<file path="src/hw/rtl/csim_pkg.sv">
// Shared types and constants for the cosine similarity engine.
package csim_pkg;

  localparam int ElemWidth   = 16;
  localparam int MaxLength   = 4096;
  localparam int DotWidth    = 44;
  localparam int SqWidth     = 43;
  localparam int CountWidth  = 13;
  localparam int NormWidth   = 22;
  localparam int CosWidth    = 16;
  localparam int SqrtSteps   = 22;
  localparam int DivSteps    = 59;
  localparam int StepWidth   = 6;

  typedef enum logic [2:0] {
    ST_ACC,
    ST_SQRT,
    ST_MUL,
    ST_DIV,
    ST_FIN
  } csim_state_e;

  typedef struct packed {
    logic acc_en;
    logic sqrt_step;
    logic mul_en;
    logic div_step;
    logic out_load;
  } csim_cmd_t;

  typedef struct packed {
    logic out_busy;
  } csim_status_t;

endpackage

</file>
<file path="src/hw/rtl/csim_in_if.sv">
// Input channel: one element pair per word.
interface csim_in_if;
  import csim_pkg::*;
  logic                        valid;
  logic                        ready;
  logic signed [ElemWidth-1:0] elem_a;
  logic signed [ElemWidth-1:0] elem_b;
  logic                        last;
  modport source (output valid, elem_a, elem_b, last, input ready);
  modport sink (input valid, elem_a, elem_b, last, output ready);
endinterface

</file>
<file path="src/hw/rtl/csim_out_if.sv">
// Output channel: one similarity result per word.
interface csim_out_if;
  import csim_pkg::*;
  logic                        valid;
  logic                        ready;
  logic signed [CosWidth-1:0]  cosine;
  logic signed [DotWidth-1:0]  dot_value;
  logic        [NormWidth-1:0] norm_first;
  logic                        zero_norm;
  logic                        overflow;
  modport source (output valid, cosine, dot_value, norm_first, zero_norm, overflow,
                  input ready);
  modport sink (input valid, cosine, dot_value, norm_first, zero_norm, overflow,
                output ready);
endinterface

</file>
<file path="src/hw/rtl/csim_ctrl.sv">
// Controller state machine sequencing accumulate, root, multiply and divide.
module csim_ctrl import csim_pkg::*; (
  input  logic         clk_i,
  input  logic         rst_ni,
  input  logic         in_valid_i,
  input  logic         in_last_i,
  output logic         in_ready_o,
  input  csim_status_t status_i,
  output csim_cmd_t    cmd_o
);

  csim_state_e           state_q, state_d;
  logic [StepWidth-1:0]  step_q, step_d;

  always_ff @(posedge clk_i or negedge rst_ni) begin
    if (!rst_ni) begin
      state_q <= ST_ACC;
      step_q  <= '0;
    end else begin
      state_q <= state_d;
      step_q  <= step_d;
    end
  end

  always_comb begin
    state_d    = state_q;
    step_d     = step_q;
    cmd_o      = '0;
    in_ready_o = 1'b0;
    unique case (state_q)
      ST_ACC: begin
        in_ready_o   = 1'b1;
        cmd_o.acc_en = in_valid_i;
        if (in_valid_i && in_last_i) begin
          state_d = ST_SQRT;
          step_d  = '0;
        end
      end
      ST_SQRT: begin
        cmd_o.sqrt_step = 1'b1;
        step_d          = step_q + 1'b1;
        if (step_q == StepWidth'(SqrtSteps - 1)) begin
          state_d = ST_MUL;
        end
      end
      ST_MUL: begin
        cmd_o.mul_en = 1'b1;
        step_d       = '0;
        state_d      = ST_DIV;
      end
      ST_DIV: begin
        cmd_o.div_step = 1'b1;
        step_d         = step_q + 1'b1;
        if (step_q == StepWidth'(DivSteps - 1)) begin
          state_d = ST_FIN;
        end
      end
      ST_FIN: begin
        // hold until the output register is free
        if (!status_i.out_busy) begin
          cmd_o.out_load = 1'b1;
          state_d        = ST_ACC;
        end
      end
      default: state_d = ST_ACC;
    endcase
  end

endmodule

</file>
<file path="src/hw/rtl/csim_datapath.sv">
// Datapath: accumulators, two square root units, norm product, divider, output register.
module csim_datapath import csim_pkg::*; (
  input  logic                        clk_i,
  input  logic                        rst_ni,
  input  csim_cmd_t                   cmd_i,
  output csim_status_t                status_o,
  input  logic signed [ElemWidth-1:0] elem_a_i,
  input  logic signed [ElemWidth-1:0] elem_b_i,
  input  logic                        last_i,
  output logic                        out_valid_o,
  input  logic                        out_ready_i,
  output logic signed [CosWidth-1:0]  cosine_o,
  output logic signed [DotWidth-1:0]  dot_value_o,
  output logic        [NormWidth-1:0] norm_first_o,
  output logic                        zero_norm_o,
  output logic                        overflow_o
);

  localparam int RemW = NormWidth + 3;
  localparam int XW   = 2 * SqrtSteps;
  localparam int NumW = DivSteps;

  logic [DotWidth-1:0]   dot_acc_q;
  logic [SqWidth-1:0]    sq_a_acc_q, sq_b_acc_q;
  logic [CountWidth-1:0] count_q;
  logic                  ovf_acc_q;

  logic [DotWidth-1:0]   dot_w_q;
  logic                  ovf_w_q;
  logic [XW-1:0]         xa_q, xb_q;
  logic [RemW-1:0]       rema_q, remb_q;
  logic [NormWidth-1:0]  roota_q, rootb_q;
  logic [DotWidth-1:0]   den_q;
  logic [DotWidth:0]     drem_q;
  logic [NumW-1:0]       quo_q;

  logic                  out_valid_q;
  logic [CosWidth-1:0]   cos_q;
  logic [DotWidth-1:0]   dot_out_q;
  logic [NormWidth-1:0]  norm_q;
  logic                  zero_q, ovf_out_q;

  logic signed [2*ElemWidth-1:0] prod_ab, prod_aa, prod_bb;
  logic                  full;
  logic [DotWidth-1:0]   dot_nx;
  logic [SqWidth-1:0]    sqa_nx, sqb_nx;
  logic [DotWidth-1:0]   dot_mag;
  logic [DotWidth:0]     drem_sh;
  logic                  zero_n;
  logic [CosWidth-1:0]   cos_n;

  assign prod_ab = elem_a_i * elem_b_i;
  assign prod_aa = elem_a_i * elem_a_i;
  assign prod_bb = elem_b_i * elem_b_i;
  assign full    = {{(32-CountWidth){1'b0}}, count_q} >= 32'(MaxLength);
  assign dot_nx  = full ? dot_acc_q : dot_acc_q + DotWidth'(prod_ab);
  assign sqa_nx  = full ? sq_a_acc_q : sq_a_acc_q + SqWidth'($unsigned(prod_aa));
  assign sqb_nx  = full ? sq_b_acc_q : sq_b_acc_q + SqWidth'($unsigned(prod_bb));

  // Accumulate pairs; on the last pair move the totals into the work registers.
  always_ff @(posedge clk_i or negedge rst_ni) begin
    if (!rst_ni) begin
      dot_acc_q  <= '0;
      sq_a_acc_q <= '0;
      sq_b_acc_q <= '0;
      count_q    <= '0;
      ovf_acc_q  <= 1'b0;
    end else if (cmd_i.acc_en) begin
      if (last_i) begin
        dot_acc_q  <= '0;
        sq_a_acc_q <= '0;
        sq_b_acc_q <= '0;
        count_q    <= '0;
        ovf_acc_q  <= 1'b0;
      end else begin
        dot_acc_q  <= dot_nx;
        sq_a_acc_q <= sqa_nx;
        sq_b_acc_q <= sqb_nx;
        count_q    <= full ? count_q : count_q + 1'b1;
        ovf_acc_q  <= ovf_acc_q | full;
      end
    end
  end

  function automatic logic [RemW+NormWidth+XW-1:0] sqrt_step(
      input logic [RemW-1:0] rem, input logic [NormWidth-1:0] root,
      input logic [XW-1:0] x);
    logic [RemW-1:0] r;
    logic [RemW-1:0] t;
    r = {rem[RemW-3:0], x[XW-1:XW-2]};
    t = {1'b0, root, 2'b01};
    if (r >= t) begin
      return {r - t, root[NormWidth-2:0], 1'b1, x[XW-3:0], 2'b00};
    end
    return {r, root[NormWidth-2:0], 1'b0, x[XW-3:0], 2'b00};
  endfunction

  assign dot_mag = dot_w_q[DotWidth-1] ? -dot_w_q : dot_w_q;
  assign drem_sh = {drem_q[DotWidth-1:0], quo_q[NumW-1]};

  always_ff @(posedge clk_i) begin
    if (cmd_i.acc_en && last_i) begin
      dot_w_q <= dot_nx;
      ovf_w_q <= ovf_acc_q | full;
      xa_q    <= {1'b0, sqa_nx};
      xb_q    <= {1'b0, sqb_nx};
      rema_q  <= '0;
      remb_q  <= '0;
      roota_q <= '0;
      rootb_q <= '0;
    end
    if (cmd_i.sqrt_step) begin
      {rema_q, roota_q, xa_q} <= sqrt_step(rema_q, roota_q, xa_q);
      {remb_q, rootb_q, xb_q} <= sqrt_step(remb_q, rootb_q, xb_q);
    end
    if (cmd_i.mul_en) begin
      den_q  <= DotWidth'(roota_q * rootb_q);
      drem_q <= '0;
      quo_q  <= {dot_mag, {(NumW-DotWidth){1'b0}}};
    end
    if (cmd_i.div_step) begin
      if (drem_sh >= {1'b0, den_q}) begin
        drem_q <= drem_sh - {1'b0, den_q};
        quo_q  <= {quo_q[NumW-2:0], 1'b1};
      end else begin
        drem_q <= drem_sh;
        quo_q  <= {quo_q[NumW-2:0], 1'b0};
      end
    end
  end

  assign zero_n = (roota_q == '0) || (rootb_q == '0);

  // Apply sign and saturate to Q1.15.
  always_comb begin
    if (zero_n) begin
      cos_n = '0;
    end else if (dot_w_q[DotWidth-1]) begin
      cos_n = (quo_q > NumW'(32768)) ? 16'h8000 : CosWidth'(-quo_q);
    end else begin
      cos_n = (quo_q > NumW'(32767)) ? 16'h7fff : quo_q[CosWidth-1:0];
    end
  end

  always_ff @(posedge clk_i or negedge rst_ni) begin
    if (!rst_ni) begin
      out_valid_q <= 1'b0;
    end else if (cmd_i.out_load) begin
      out_valid_q <= 1'b1;
    end else if (out_ready_i) begin
      out_valid_q <= 1'b0;
    end
  end

  always_ff @(posedge clk_i) begin
    if (cmd_i.out_load) begin
      cos_q     <= cos_n;
      dot_out_q <= dot_w_q;
      norm_q    <= roota_q;
      zero_q    <= zero_n;
      ovf_out_q <= ovf_w_q;
    end
  end

  assign status_o.out_busy = out_valid_q && !out_ready_i;
  assign out_valid_o  = out_valid_q;
  assign cosine_o     = cos_q;
  assign dot_value_o  = dot_out_q;
  assign norm_first_o = norm_q;
  assign zero_norm_o  = zero_q;
  assign overflow_o   = ovf_out_q;

endmodule

</file>
<file path="src/hw/rtl/cosine_similarity_engine_unit.sv">
// Element pairs are accepted one per cycle; after the last pair the square root, multiply
//   and divide steps run, then the output register is loaded once it is free.
// A new vector pair is accepted only after the result is loaded; the divider's
//   bit-per-cycle loop sets the tail. Input is held off during the tail.
// Reset: rst_ni clears accumulators, state machine and output valid asynchronously.
module cosine_similarity_engine_unit import csim_pkg::*; (
  input  logic      clk_i,
  input  logic      rst_ni,
  csim_in_if.sink   in_i,
  csim_out_if.source out_o
);

  csim_cmd_t    cmd;
  csim_status_t status;

  // Sequence accept, root, multiply, divide and result load.
  csim_ctrl u_ctrl (
    .clk_i      (clk_i),
    .rst_ni     (rst_ni),
    .in_valid_i (in_i.valid),
    .in_last_i  (in_i.last),
    .in_ready_o (in_i.ready),
    .status_i   (status),
    .cmd_o      (cmd)
  );

  // Hold the sums, the iterative units and the output word.
  csim_datapath u_dp (
    .clk_i        (clk_i),
    .rst_ni       (rst_ni),
    .cmd_i        (cmd),
    .status_o     (status),
    .elem_a_i     (in_i.elem_a),
    .elem_b_i     (in_i.elem_b),
    .last_i       (in_i.last),
    .out_valid_o  (out_o.valid),
    .out_ready_i  (out_o.ready),
    .cosine_o     (out_o.cosine),
    .dot_value_o  (out_o.dot_value),
    .norm_first_o (out_o.norm_first),
    .zero_norm_o  (out_o.zero_norm),
    .overflow_o   (out_o.overflow)
  );

endmodule

</file>
<file path="src/flat_wrapper.sv">
// flat-port wrapper written by rule: the top's interface ports become plain ports
module cosine_similarity_engine_unit_flat import csim_pkg::*;
  (clk_i, rst_ni, in_i_valid, in_i_elem_a, in_i_elem_b, in_i_last, in_i_ready, out_o_valid, out_o_cosine, out_o_dot_value, out_o_norm_first, out_o_zero_norm, out_o_overflow, out_o_ready);
  csim_in_if in_i_i ();
  csim_out_if out_o_i ();
  input  logic clk_i;
  input  logic rst_ni;
  input wire logic [$bits(in_i_i.valid)-1:0] in_i_valid;
  input wire logic [$bits(in_i_i.elem_a)-1:0] in_i_elem_a;
  input wire logic [$bits(in_i_i.elem_b)-1:0] in_i_elem_b;
  input wire logic [$bits(in_i_i.last)-1:0] in_i_last;
  output wire logic [$bits(in_i_i.ready)-1:0] in_i_ready;
  output wire logic [$bits(out_o_i.valid)-1:0] out_o_valid;
  output wire logic [$bits(out_o_i.cosine)-1:0] out_o_cosine;
  output wire logic [$bits(out_o_i.dot_value)-1:0] out_o_dot_value;
  output wire logic [$bits(out_o_i.norm_first)-1:0] out_o_norm_first;
  output wire logic [$bits(out_o_i.zero_norm)-1:0] out_o_zero_norm;
  output wire logic [$bits(out_o_i.overflow)-1:0] out_o_overflow;
  input wire logic [$bits(out_o_i.ready)-1:0] out_o_ready;
  assign in_i_i.valid = in_i_valid;
  assign in_i_i.elem_a = in_i_elem_a;
  assign in_i_i.elem_b = in_i_elem_b;
  assign in_i_i.last = in_i_last;
  assign in_i_ready = in_i_i.ready;
  assign out_o_valid = out_o_i.valid;
  assign out_o_cosine = out_o_i.cosine;
  assign out_o_dot_value = out_o_i.dot_value;
  assign out_o_norm_first = out_o_i.norm_first;
  assign out_o_zero_norm = out_o_i.zero_norm;
  assign out_o_overflow = out_o_i.overflow;
  assign out_o_i.ready = out_o_ready;
  cosine_similarity_engine_unit u_core (.clk_i(clk_i), .rst_ni(rst_ni), .in_i(in_i_i), .out_o(out_o_i));
endmodule
</file>
<file path="config.mk">
export PLATFORM = sky130hd
export DESIGN_NAME = cosine_similarity_engine_unit_flat
export DESIGN_NICKNAME = d
export VERILOG_FILES = /design/src/hw/rtl/csim_pkg.sv /design/src/hw/rtl/csim_in_if.sv /design/src/hw/rtl/csim_out_if.sv /design/src/hw/rtl/csim_ctrl.sv /design/src/hw/rtl/csim_datapath.sv /design/src/hw/rtl/cosine_similarity_engine_unit.sv /design/src/flat_wrapper.sv
export SDC_FILE = /design/constraint.sdc
export NUM_CORES = 2
export LEC_CHECK = 0
export BUFFER_PORTS_ARGS = -buffer_cell sky130_fd_sc_hd__buf_2
export CORE_UTILIZATION = 55
export CTS_BUF_LIST = sky130_fd_sc_hd__clkbuf_16
export CTS_CLUSTER_DIAMETER = 80
export DETAILED_ROUTE_END_ITERATION = 16
export PLACE_DENSITY_LB_ADDON = 0.08
export SYNTH_ARGS = -nofsm -noshare
export SYNTH_HDL_FRONTEND = slang
export SYNTH_SLANG_ARGS = --single-unit
</file>
<file path="constraint.sdc">
create_clock -name clk_i -period 17.25 [get_ports clk_i]
set_input_delay 0.8625 -clock clk_i [delete_from_list [all_inputs] [get_ports clk_i]]
set_output_delay 0.8625 -clock clk_i [all_outputs]
set_load 0.01 [all_outputs]
</file>
==> impl_metrics.env <==
export IMPL_route_detailed_drc=0
export IMPL_finalMaxSlewViolations=0
export IMPL_rsz0062_at_grt="false"
export IMPL_multi_input_area_um2=53900
export IMPL_slew_headroom_pct=22.8
export IMPL_gp_congestion=0.913
export IMPL_crit_path_start_kind="input pin"
export IMPL_place_hpwl_mm=157
export IMPL_wire_per_inst_um=20.0
export IMPL_h_tree_depth=3
export IMPL_vias=58502
export IMPL_cts_tree="yes"
export IMPL_synth_common_cells="1603 x inv_1, 1136 x fa_1, 1029 x nand2_1"
export IMPL_nFillCells=12439
export IMPL_syn_area_per_cell_um2=9.30
export IMPL_synthArstFlopShare_pct=25.3
export IMPL_fin_skew_ns=0.0327
export IMPL_fin_cells=10356
export IMPL_syn_nets=10245
export IMPL_cts_hold_fix_buffers=0
export IMPL_drive_gt1_share_pct=4.53
export IMPL_hold_violations=0
export IMPL_numPortBuffers=122
export IMPL_max_freq_mhz=101
export IMPL_grt_max_degree=138
export IMPL_crit_fanout=26
export IMPL_synth_area_leaders="fa_1 29%, edfxtp_1 17%, ha_1 9.8%, inv_1 7.7%, nand2_1 4.9%"
export IMPL_worstPathRequired_ns=17.63
export IMPL_period_share_pct=57.4
export IMPL_die_height_um=380
export IMPL_ys_flop_type="edfxtp_1"
export IMPL_grt_pass1_wl_mm=331
export IMPL_tns_ns=0
export IMPL_clkLatencyLatePin_ns=0.70
export IMPL_dp_cells=10225
export IMPL_numCtsBuffers=70
export IMPL_drt_iter0_drc=3970
export IMPL_finalCriticalPeriod_ns=9.90
export IMPL_die_w_um=380
export IMPL_netlist_area_um2=78600
export IMPL_synth_warnings=0
export IMPL_synthDistinctLibCells=81
export IMPL_cpMaxStageDelayCell="a21oi_1"
export IMPL_area_delta_synth_final_pct=6.24
export IMPL_cap_violations=0
export IMPL_synth_top_area_share_pct=28.9
export IMPL_status="completed"
export IMPL_seqCellArea_um2=17500
export IMPL_start_util_pct=55.5
export IMPL_ant_nets=0
export IMPL_hp_class="in -> async"
export IMPL_antenna_found_initial=9
export IMPL_yosys_cell_count_top_type="inv_1"
export IMPL_grt_pass1_vias=60469
export IMPL_clk_path_buf_depth=3
export IMPL_clockRootBuffer="clkbuf_16"
export IMPL_crit_type="in -> reg"
export IMPL_worstMarginPinSlew_ns=1.16
export IMPL_viasPerCell=5.65
export IMPL_crit_top_cell="fa_1"
export IMPL_core_area_um2=142000
export IMPL_nets=10197
export IMPL_cpPeakStageDelay_ns=0.88
export IMPL_finalSetupViolCount=0
export IMPL_detail_route_wirelength_mm=207
export IMPL_ys_seq_elements=608
export IMPL_yosysTopAreaCell="fa_1"
export IMPL_globalRouteOverflowTotal=0
export IMPL_synth_edf_count=454
export IMPL_rrSetupSlack_ns=8.67
export IMPL_seq_area_frac_synth_pct=22.2
export IMPL_fp_dieArea_um2=144000
export IMPL_io_pins=123
export IMPL_syn_instance_count=8455
export IMPL_cp_arrival_ns=10.28
export IMPL_post_cts_setup_buffer_count=0
export IMPL_post_cts_resized=0
export IMPL_worstSetupEndpointType="register"
export IMPL_rows=138
export IMPL_cts_sinks=608
export IMPL_cts_reportedPaths_clkPinSlew_ns=0.06
export IMPL_hold_ws_ns=0.0969
export IMPL_grt_total_usage_pct=29.1
export IMPL_firstDrtPassIters=5
-- stage by stage --
| step | utilization [%] | setup slack, ns | area, um^2 |
|---|---|---|---|
| 2_1_floorplan | - | 2.24 | 78600 |
| 3_3_place_gp | 57.3 | 6.89 | 81200 |
| 3_5_place_dp | 57.3 | 6.77 | 81200 |
| 4_1_cts | 58.9 | 7.47 | 83500 |
| 5_1_grt | 58.9 | 6.84 | 83500 |
| 6_report | 58.9 | 7.35 | 83500 |
-- routing by layer --
layer	vias to the layer above	track usage (%)	part of all wire, %
met3	410	3.29	5.2
met5	-	0	0
met1	29381	38.4	42
met2	1680	49.8	49
li1	27031	-	-
met4	0	10.1	3.6
-- cell type report --
cell class              instances  area share, %
diodes                          3        0.00899
clock buffers                  70           2.10
clock inverters                58          0.740
inverters                    1623           7.29
multi-input cells            5891           64.5
flip-flops and latches        608           20.9
well taps                    1890           2.83
repair buffers                213           1.57
-- placed cells by master (no fill, tap or decap), types with 53 or more instances in the layout --
| cell | count |
|---|---|
| nand2_1 | 1028 |
| edfxtp_1 | 454 |
| fa_1 | 1136 |
| o21ai_0 | 383 |
| buf_2 | 121 |
| a21o_1 | 164 |
| xnor2_1 | 243 |
| nand4_1 | 53 |
| mux2i_1 | 108 |
| nor3_1 | 60 |
| o21bai_1 | 57 |
| buf_4 | 90 |
| nor2_1 | 602 |
| nand3_1 | 64 |
| and2_1 | 195 |
| xor2_1 | 153 |
| inv_1 | 1618 |
| dfrtp_1 | 153 |
| clkbuf_16 | 70 |
| a21oi_1 | 313 |
| o21a_1 | 64 |
| ha_1 | 617 |
-- registers in the layout (all words and copies together), names as in the netlist, 44 cells and up --
name                     cells
u_core.u_dp.dot_w_q         44
u_core.u_dp.quo_q           59
u_core.u_dp.xa_q            44
u_core.u_dp.den_q           44
u_core.u_dp.dot_value_o     44
u_core.u_dp.dot_acc_q       44
u_core.u_dp.drem_q          44
u_core.u_dp.xb_q            44
-- final timing paths --
path	cells past startpoint	endpoint	start
max in group asynchronous	3	u_core.u_dp.sq_a_acc_q[28]	rst_ni
min in group clk_i	0	u_core.u_dp.overflow_o	u_core.u_dp.ovf_w_q
max reg2reg	27	u_core.u_dp.den_q[43]	u_core.u_dp.roota_q[1]
min reg2reg	0	u_core.u_dp.overflow_o	u_core.u_dp.ovf_w_q
min	1	u_core.u_dp.sq_b_acc_q[22]	rst_ni
max	31	u_core.u_dp.xa_q[41]	in_i_elem_a[3]
-- worst max-delay path: cells and delay by family --
| kind | cells | cell delay (ns) |
|---|---|---|
| compound gates | 8 | 2.48 |
| xor+xnor | 2 | 0.21 |
| fa+ha+maj | 8 | 3.65 |
| buf+inv | 6 | 1.42 |
| simple gates | 7 | 1.61 |
-- cell families (layout without fill, tap and decap cells) --
kind of cell	Yosys count	after routing	synth area share [%]
other	0	3	0
xor gates and xnor gates	396	396	4.41
muxes	113	113	1.45
and+or+nand+nor	2274	2274	12.8
adders and majority gates	1753	1753	38.7
AOI/OAI and AO/OA	1355	1355	11.0
buffers and inverters	1956	1964	9.35
DFF	608	608	22.2
Power is left out: the tool's default activity adds up to more than one toggle a clock period on the data nets, which glitch-free logic cannot reach.
